## config.mk

```make
export PLATFORM = sky130hd
export DESIGN_NAME = bds_ctrl
export DESIGN_NICKNAME = d
export VERILOG_FILES = /design/src/hdl/bds_pkg.sv /design/src/hdl/bds_ctrl.sv
export SDC_FILE = /design/constraint.sdc
export NUM_CORES = 1
export LEC_CHECK = 0
export ABC_AREA = 1
export CAP_MARGIN = 10
export CORE_AREA = 2 2 39 41
export DETAILED_ROUTE_END_ITERATION = 7
export DIE_AREA = 0 0 41 43
export DONT_BUFFER_PORTS = 1
export GPL_TIMING_DRIVEN = 0
export PLACE_DENSITY_LB_ADDON = 0.3
export SLEW_MARGIN = 20
export SYNTH_ARGS = -nofsm -noshare
export SYNTH_HDL_FRONTEND = slang
export SYNTH_SLANG_ARGS = --single-unit
export TNS_END_PERCENT = 20
```

## constraint.sdc

```tcl
create_clock -name clk -period 1.4 [get_ports clk]
set_clock_uncertainty 0.15 [all_clocks]
set_input_delay 0.14 -clock clk [delete_from_list [all_inputs] [get_ports clk]]
set_output_delay 0.14 -clock clk [all_outputs]
set_load 0.02 [all_outputs]
```

## src/hdl/bds_pkg.sv

```systemverilog
// Shared types and constants for the box downsampler.
package bds_pkg;

    localparam int CFG_INDEX_W = 2;
    localparam int CFG_DATA_W  = 11;
    localparam int FACTOR_W    = 4;
    localparam int DIM_W       = 11;
    localparam int CHAN_W      = 8;
    localparam int NUM_CHAN    = 3;

    localparam logic [CFG_INDEX_W-1:0] REG_FACTOR     = 2'd0;
    localparam logic [CFG_INDEX_W-1:0] REG_OUT_WIDTH  = 2'd1;
    localparam logic [CFG_INDEX_W-1:0] REG_OUT_HEIGHT = 2'd2;

    localparam logic [FACTOR_W-1:0] FACTOR_RESET     = 4'd1;
    localparam logic [DIM_W-1:0]    OUT_WIDTH_RESET  = 11'd640;
    localparam logic [DIM_W-1:0]    OUT_HEIGHT_RESET = 11'd480;

    typedef struct packed {
        logic [CHAN_W-1:0] red_in;
        logic [CHAN_W-1:0] green_in;
        logic [CHAN_W-1:0] blue_in;
        logic              frame_start;
    } bds_in_t;

    typedef struct packed {
        logic [CHAN_W-1:0] red_out;
        logic [CHAN_W-1:0] green_out;
        logic [CHAN_W-1:0] blue_out;
        logic              last_of_frame;
    } bds_out_t;

    typedef enum logic [1:0] {
        ST_IDLE,
        ST_UPDATE,
        ST_DIVIDE,
        ST_PUSH
    } bds_state_t;

    typedef struct packed {
        logic capture;
        logic update;
        logic div_step;
        logic out_load;
    } bds_cmd_t;

    typedef struct packed {
        logic block_done;
        logic div_last;
        logic out_free;
    } bds_sts_t;

endpackage

```

## src/hdl/bds_ctrl.sv

```systemverilog
// Controller state machine sequencing capture, update, divide and push.
module bds_ctrl (
    input  logic               clk,
    input  logic               rst_n,
    input  logic               in_valid,
    output logic               in_ready,
    input  bds_pkg::bds_sts_t  sts,
    output bds_pkg::bds_cmd_t  cmd
);

    bds_pkg::bds_state_t state_reg;
    bds_pkg::bds_state_t state_next;

    always_ff @(posedge clk or negedge rst_n)
    begin
        if (!rst_n)
        begin
            state_reg <= bds_pkg::ST_IDLE;
        end
        else
        begin
            state_reg <= state_next;
        end
    end

    always_comb
    begin
        state_next = state_reg;
        cmd        = '0;
        in_ready   = 1'b0;
        unique case (state_reg)
            bds_pkg::ST_IDLE:
            begin
                in_ready = 1'b1;
                if (in_valid)
                begin
                    cmd.capture = 1'b1;
                    state_next  = bds_pkg::ST_UPDATE;
                end
            end
            bds_pkg::ST_UPDATE:
            begin
                cmd.update = 1'b1;
                state_next = sts.block_done ? bds_pkg::ST_DIVIDE : bds_pkg::ST_IDLE;
            end
            bds_pkg::ST_DIVIDE:
            begin
                cmd.div_step = 1'b1;
                if (sts.div_last)
                begin
                    state_next = bds_pkg::ST_PUSH;
                end
            end
            bds_pkg::ST_PUSH:
            begin
                if (sts.out_free)
                begin
                    cmd.out_load = 1'b1;
                    state_next   = bds_pkg::ST_IDLE;
                end
            end
            default:
            begin
                state_next = bds_pkg::ST_IDLE;
            end
        endcase
    end

endmodule

```

Word-level counts from Yosys, hierarchy flattened. Index checks and enable logic that the tools add are counted.

$add $sub $neg: 0. $mul: 0. Div/mod/pow operators: 0. Order comparisons: 0. Equal/unequal tests: 6. Shifts and indexed selects: 0. Muxes and demuxes: 12. Bitwise operators: 0. Reductions and logical operators: 2.

Operators with widths (count): $mux W2 (4); $pmux W2 S4 (1); $mux W1 (7); $ne A2 B2 Y1 const B (3); $eq A2 B2 Y1 const B (2); $reduce_and A3 Y1 (1); $eq A2 B1 Y1 const B (1); $logic_not A2 Y1 (1).

Register bits: 2. Bits in latches: 0. Bits in writable memories: 0. ROM bits: 0. Output and inout port bits: 5. Logic and storage cells: 21. Memories: 0.

Longest topological paths before layout. Gate-level depths: netlist of run 1.

Depth after elaboration: 3. Gate-level depth with buffers: 4.

Least setup slack after synthesis of run 1. No wires, ideal clock.

Path type: register -> output. From: reg with a tool-made name. To: out cmd[0] (netlist name). Arrival time: 0.974 ns. Slack: 0.136 ns. Stages on the path, launching flop included: 3. Buffers on the path: 0. Cell sequence: dfrtp_1 > inv_1 > nor3_1.

RTL lines: end: declaration (line bds_ctrl.sv:8) `output bds_pkg::bds_cmd_t cmd`.

==> impl_metrics.py, run 1 <==
metrics = {
    "run_status": {
        "status": "complete, no violations",
    },
    "cells_and_area": {
        "area_growth_pct": 84.8,
        "final_nets": 35,
        "final_common_cell": "inv_1",
        "diodes": 0,
        "num-fill-cells": 171,
        "final_util_pct": 16.5,
        "final_cell_mix": "inv_1, nand2_1, dlygate4sd3_1, clkbuf_4",
        "drive_gt1_share_pct": 29.6,
    },
    "pwr": {
        "power.total_uw": 517,
        "pwr_density_cell_mw_per_mm2": 2260,
        "leakagePower_uw": 0.000110,
        "irDropWorstVdd_mv": 0.514,
    },
    "timing": {
        "rsz0062_at_grt": "false",
        "setup_viol": 0,
        "min_period_ns": 1.36,
        "hold_viol_final": 0,
        "finalMaxSlewViolations": 0,
        "worst_slew_pin_slew_ns": 0.441,
        "fmax_ghz": 0.738,
        "min_period_over_period_pct": 96.8,
        "timing.hold.ws_ns": 0.0189,
        "slew_headroom_pct": 70.5,
    },
    "job": {
        "cap_violations": 0,
    },
    "placed_design": {
        "hpwl_um": 300,
        "port_buffers": 0,
        "gp_congestion": 0.604,
    },
    "grt": {
        "grt_usage_pct": 5.72,
        "grt_overflow_total": 0,
        "grt_pass1_wl_um": 600,
        "grt_pass1_vias": 156,
        "antenna_found_initial": 0,
        "grt_max_degree": 8,
    },
    "synthesis": {
        "yosysSeqAreaShare_pct": 40.4,
        "synth-compound-area-share_pct": 8.08,
        "synthMuxAreaShare_pct": 0,
        "synthAdderAreaFrac_pct": 0,
        "syn_inst": 20,
        "synth_xor_area_share_pct": 0,
        "synth_top_family_by_area": "simple AND/OR/NAND/NOR gates",
        "netlist_area_um2": 124,
        "synth.distinct_cells": 8,
        "synth-seq-cells": 2,
        "synth_fp_nets": 26,
        "syn_avg_cell_area_um2": 6.19,
        "synth-simple-area-share_pct": 36.4,
        "synth-warning-count": 0,
    },
    "worst_setup_path": {
        "cp_cell_sequence": "inv_1 -> nor3_4",
        "slowest_stage": "dfrtp_1",
        "cp.arrival_ns": 1.07,
        "slowest_delay_ns": 0.41,
        "crit_type": "flop to output port",
        "required_ns": 1.11,
        "r2r_cells": 4,
        "crit_start": "state_reg[0]",
        "cp-start-kind": "flop",
        "crit_path_end_kind": "output port",
        "path_max_fanout": 5,
    },
    "die": {
        "die_h_um": 43,
        "io_pins": 11,
        "die_area_mm2": 0.00176,
        "die_x_um": 41,
        "start_util_pct": 8.95,
        "core-area_mm2": 0.00138,
        "rows": 14,
    },
    "detailed_routing": {
        "vias": 139,
        "drc_errors": 0,
        "dr.pass1.iters": 1,
        "wl_per_cell_um": 9.16,
        "drt_iter0_drc": 0,
        "ant_nets": 0,
        "finalWirelength_um": 394,
        "routed_via_density": 3.23,
    },
    "clock_network": {
        "cts-root-buf": "clkbuf_4",
        "tritoncts": "yes",
        "post_cts_buffers": 0,
        "cts_made_buffers": 3,
        "cts_max_path_buffers": 2,
        "cts_sinks": 2,
        "clk_latency_ns": 0.22,
        "htreeDepth": 1,
        "path_clk_slew_ns": 0.03,
    },
    "worst_hold_path": {
        "hold_class": "input port to flop",
        "hold_start": "in_valid",
        "holdPathStages": 4,
    },
}
-- what timing repair did --
item	4_1_cts	5_1_grt
gates resized for setup	4	2
pin swaps	0	0
endpoints found under the hold margin	4	0
hold buffers	4	0
setup endpoints to repair	2	5
-- synthesized netlist by cell type --
| cell | instances | area (um2) |
|---|---|---|
| a21oi_1 | 1 | 5.00 |
| dfrtp_1 | 2 | 50.1 |
| o21ai_0 | 1 | 5.00 |
| nand2_1 | 4 | 15.0 |
| nand3_1 | 1 | 5.00 |
| inv_1 | 5 | 18.8 |
| nor2_1 | 4 | 15.0 |
| nor3_1 | 2 | 10.0 |
-- where the power goes --
| group | internal (uW) | total, uW | switching [uW] |
|---|---|---|---|
| logic | 64.4 | 252 | 188 |
| clock network | 94.3 | 124 | 29.9 |
| registers | 91.4 | 141 | 49.4 |
| total | 250 | 517 | 267 |
-- per-stage QoR --
stage               setup TNS [ns]  instance area (um2)  cells  worst slack [ns]
floorplan                        0                  124     20             0.136
global placement                 0                  144     36            0.0433
detailed placement               0                  144     36            0.0442
CTS                        -0.0231                  225     43           -0.0231
global route                     0                  229     43           0.00117
finish                           0                  229     43            0.0449
-- final timing paths --
check / end / slack [ns]
setup / recovery: cmd[0] / 0.04
hold / removal: state_reg[0] / 0.02
setup reg to reg: state_reg[0] / 0.10
hold reg to reg: flop / 0.47
max in group asynchronous: asynchronous set/reset pin / 0.43
min in group asynchronous: state_reg[0] / 0.53
-- area by class of cell --
| type | instances | area [um2] | share of cell area [%] |
|---|---|---|---|
| sequential | 2 | 51.3 | 22.4 |
| timing repair buffer | 4 | 40.0 | 17.5 |
| clock buffer | 3 | 22.5 | 9.84 |
| multi-input combinational | 13 | 76.3 | 33.3 |
| inverter | 5 | 18.8 | 8.20 |
| tap | 16 | 20.0 | 8.74 |
-- cell families (layout without fill, tap and decap cells) --
group / count (synthesis) / in the layout
compound gates: 2 / 2
buf+inv: 5 / 12
flops: 2 / 2
simple gates: 11 / 11
-- critical path, delay by kind of cell (launching register included) --
kind          cells  cell delay [ns]
buf+inv           1             0.14
flops             1             0.41
simple gates      1             0.29
-- per-layer routing --
| metal | routed length (um) | vias up | GRT usage, % |
|---|---|---|---|
| met5 | 0 | - | 0 |
| met3 | 54 | 0 | 9.42 |
| met4 | 0 | 0 | 2.00 |
| li1 | - | 75 | - |
| met2 | 185 | 7 | 6.56 |
| met1 | 155 | 57 | 4.82 |
(Power assumes the default switching activity.)
==> run 2: changes to the inputs <==
--- a/config.mk
+++ b/config.mk
@@ -5,14 +5,13 @@
 export SDC_FILE = /design/constraint.sdc
 export NUM_CORES = 1
 export LEC_CHECK = 0
-export ABC_AREA = 1
 export CAP_MARGIN = 10
 export CORE_AREA = 2 2 39 41
 export DETAILED_ROUTE_END_ITERATION = 7
 export DIE_AREA = 0 0 41 43
 export DONT_BUFFER_PORTS = 1
 export GPL_TIMING_DRIVEN = 0
-export PLACE_DENSITY_LB_ADDON = 0.3
+export PLACE_DENSITY = 0.3
 export SLEW_MARGIN = 20
 export SYNTH_ARGS = -nofsm -noshare
 export SYNTH_HDL_FRONTEND = slang
==> impl_metrics.py, run 2 <==
metrics = {
    "run_status": {
        "status": "complete, no violations",
    },
    "synthesis": {
        "synthArstFlopShare_pct": 100,
        "synth_fp_nets": 18,
        "yosys-top-cells-area": "dfrtp_1, mux2i_1, a22o_1",
        "netlist_area_um2": 120,
        "yosysTopAreaCellShare_pct": 41.7,
        "synth.distinct_cells": 11,
        "synth_xor_area_share_pct": 0,
        "synthMuxAreaShare_pct": 8.33,
        "syn_avg_cell_area_um2": 10.0,
        "synthFlopType": "dfrtp_1",
        "synth-compound-area-share_pct": 13.5,
        "synth-seq-cells": 2,
        "synth-simple-area-share_pct": 33.3,
        "yosysSeqAreaShare_pct": 41.7,
        "synth_edf_count": 0,
        "syn_inst": 12,
        "synth_top_family_by_area": "simple AND/OR/NAND/NOR gates",
        "yosysMostFrequentCell": "dfrtp_1",
        "synthAdderAreaFrac_pct": 0,
        "yosysTopAreaCell": "dfrtp_1",
        "synth-warning-count": 0,
    },
    "die": {
        "die_area_mm2": 0.00176,
        "die_h_um": 43,
        "rows": 14,
        "start_util_pct": 8.68,
        "core-area_mm2": 0.00138,
        "io_pins": 11,
        "die_x_um": 41,
    },
    "timing": {
        "worst_slew_pin_slew_ns": 0.279,
        "min_period_over_period_pct": 98.3,
        "fmax_ghz": 0.727,
        "rsz0062_at_grt": "true",
        "hold_viol_final": 0,
        "finalMaxSlewViolations": 0,
        "min_period_ns": 1.38,
        "setup_viol": 0,
        "slew_headroom_pct": 81.3,
    },
    "cells_and_area": {
        "final_nets": 27,
        "final_area_um2": 211,
        "instances_no_fill": 35,
        "diodes": 0,
        "final_common_cell": "dlygate4sd3_1",
        "drive_gt1_share_pct": 42.1,
        "area_growth_pct": 76.0,
        "final_cell_mix": "dlygate4sd3_1, clkbuf_4, nor2b_2",
    },
    "detailed_routing": {
        "dr.pass1.iters": 2,
        "drc_errors": 0,
        "vias": 109,
        "ant_nets": 0,
        "routed_via_density": 3.11,
        "finalWirelength_um": 323,
        "drt_iter0_drc": 3,
        "wl_per_cell_um": 9.23,
    },
    "grt": {
        "grt_pass1_vias": 116,
        "grt_max_degree": 7,
        "grt_overflow_total": 0,
        "antenna_found_initial": 0,
        "grt_pass1_wl_um": 358,
        "grt_usage_pct": 4.33,
    },
    "clock_network": {
        "tritoncts": "yes",
        "htreeDepth": 1,
        "clk_latency_ns": 0.22,
        "cts_made_buffers": 3,
        "path_clk_slew_ns": 0.03,
        "cts-root-buf": "clkbuf_4",
        "cts_sinks": 2,
        "cts_max_path_buffers": 2,
    },
    "pwr": {
        "irDropWorstVdd_mv": 0.445,
        "pwr_density_cell_mw_per_mm2": 2330,
        "leakagePower_uw": 0.0000982,
    },
    "worst_hold_path": {
        "hold_class": "input port to flop",
    },
    "placed_design": {
        "dp_cells": 28,
        "place_area_um2": 140,
        "hpwl_um": 237,
        "port_buffers": 0,
        "gp_congestion": 0.479,
    },
    "worst_setup_path": {
        "cp-start-kind": "flop",
        "crit_type": "flop to output port",
        "required_ns": 1.11,
        "crit_path_end_kind": "output port",
        "path_max_fanout": 6,
        "cp.arrival_ns": 1.09,
        "r2r_slack_ns": 0.21,
    },
    "job": {
        "cap_violations": 0,
    },
}
## run 2: cell count changes in the layout (fill, tap and decap cells not counted), moves of 2 or more
cell / delta
nor2_2: -2
nor2b_2: +2
nand2_1: -3
inv_1: -4
nor2_1: -2
## run 2: worst max-delay path, cell delays in order (launching register included)
cell,delay (ns)
dfrtp_2,0.45
nor2_4,0.20
and2_4,0.21
## run 2: kinds of logic after synthesis
logic type / Yosys count
AND/OR/NAND/NOR: 6
AO/OA/AOI/OAI: 2
flip-flops: 2
multiplexers: 1
buffers and inverters: 1
## run 2: repair_timing
item,4_1_cts,5_1_grt
hold buffers,4,0
setup buffers,0,0
hold endpoints to repair,3,0
pin swaps,1,0
resized for setup,2,1
setup endpoints to repair,1,2
## run 2: metal layers
metal / share of wire (%) / vias up / track usage [%] / wire length [um]
met4: 0 / 0 / 10.0 / 0
met1: 41 / 44 / 1.94 / 133
met3: 20 / 0 / 3.14 / 64
met2: 39 / 11 / 5.00 / 126
li1: - / 54 / - / -
met5: 0 / - / 0 / 0
## run 2: report_power, final
group	internal, uW	switching, uW
sequential	89.4	61.0
clock	94.6	33.4
combinational	88.8	126
## run 2: per-stage QoR
step | util, % | hold WS [ns] | setup TNS (ns) | total power (uW) | setup slack, ns
global placement | 10.1 | -0.305 | 0 | 326 | 0.167
global route | 15.3 | 0.0427 | -0.0145 | 525 | -0.0145
finish | 15.3 | 0.0270 | 0 | 493 | 0.0240
floorplan | - | -0.306 | 0 | 305 | 0.213
CTS | 15.1 | 0.0201 | 0 | 502 | 0.0122
detailed placement | 10.1 | -0.305 | 0 | 335 | 0.134
## run 2: cell type report
type	count	area (um2)
multi-input cells	9	73.8
inverters	1	3.75
well taps	16	20.0
fillers	159	1170
repair buffers	4	40.0
flip-flops and latches	2	51.3
clock buffers	3	22.5
## run 2: path summary, 6_finish.rpt
kind,start,endpoint,cells after the start
max,state_reg[0],cmd[3],2
min,sts[0],state_reg[0],2
max reg2reg,state_reg[0],flop,2
min reg2reg,flop,state_reg[0],1
max in group asynchronous,rst_n,state_reg[0],2
min in group asynchronous,rst_n,asynchronous set/reset pin,2
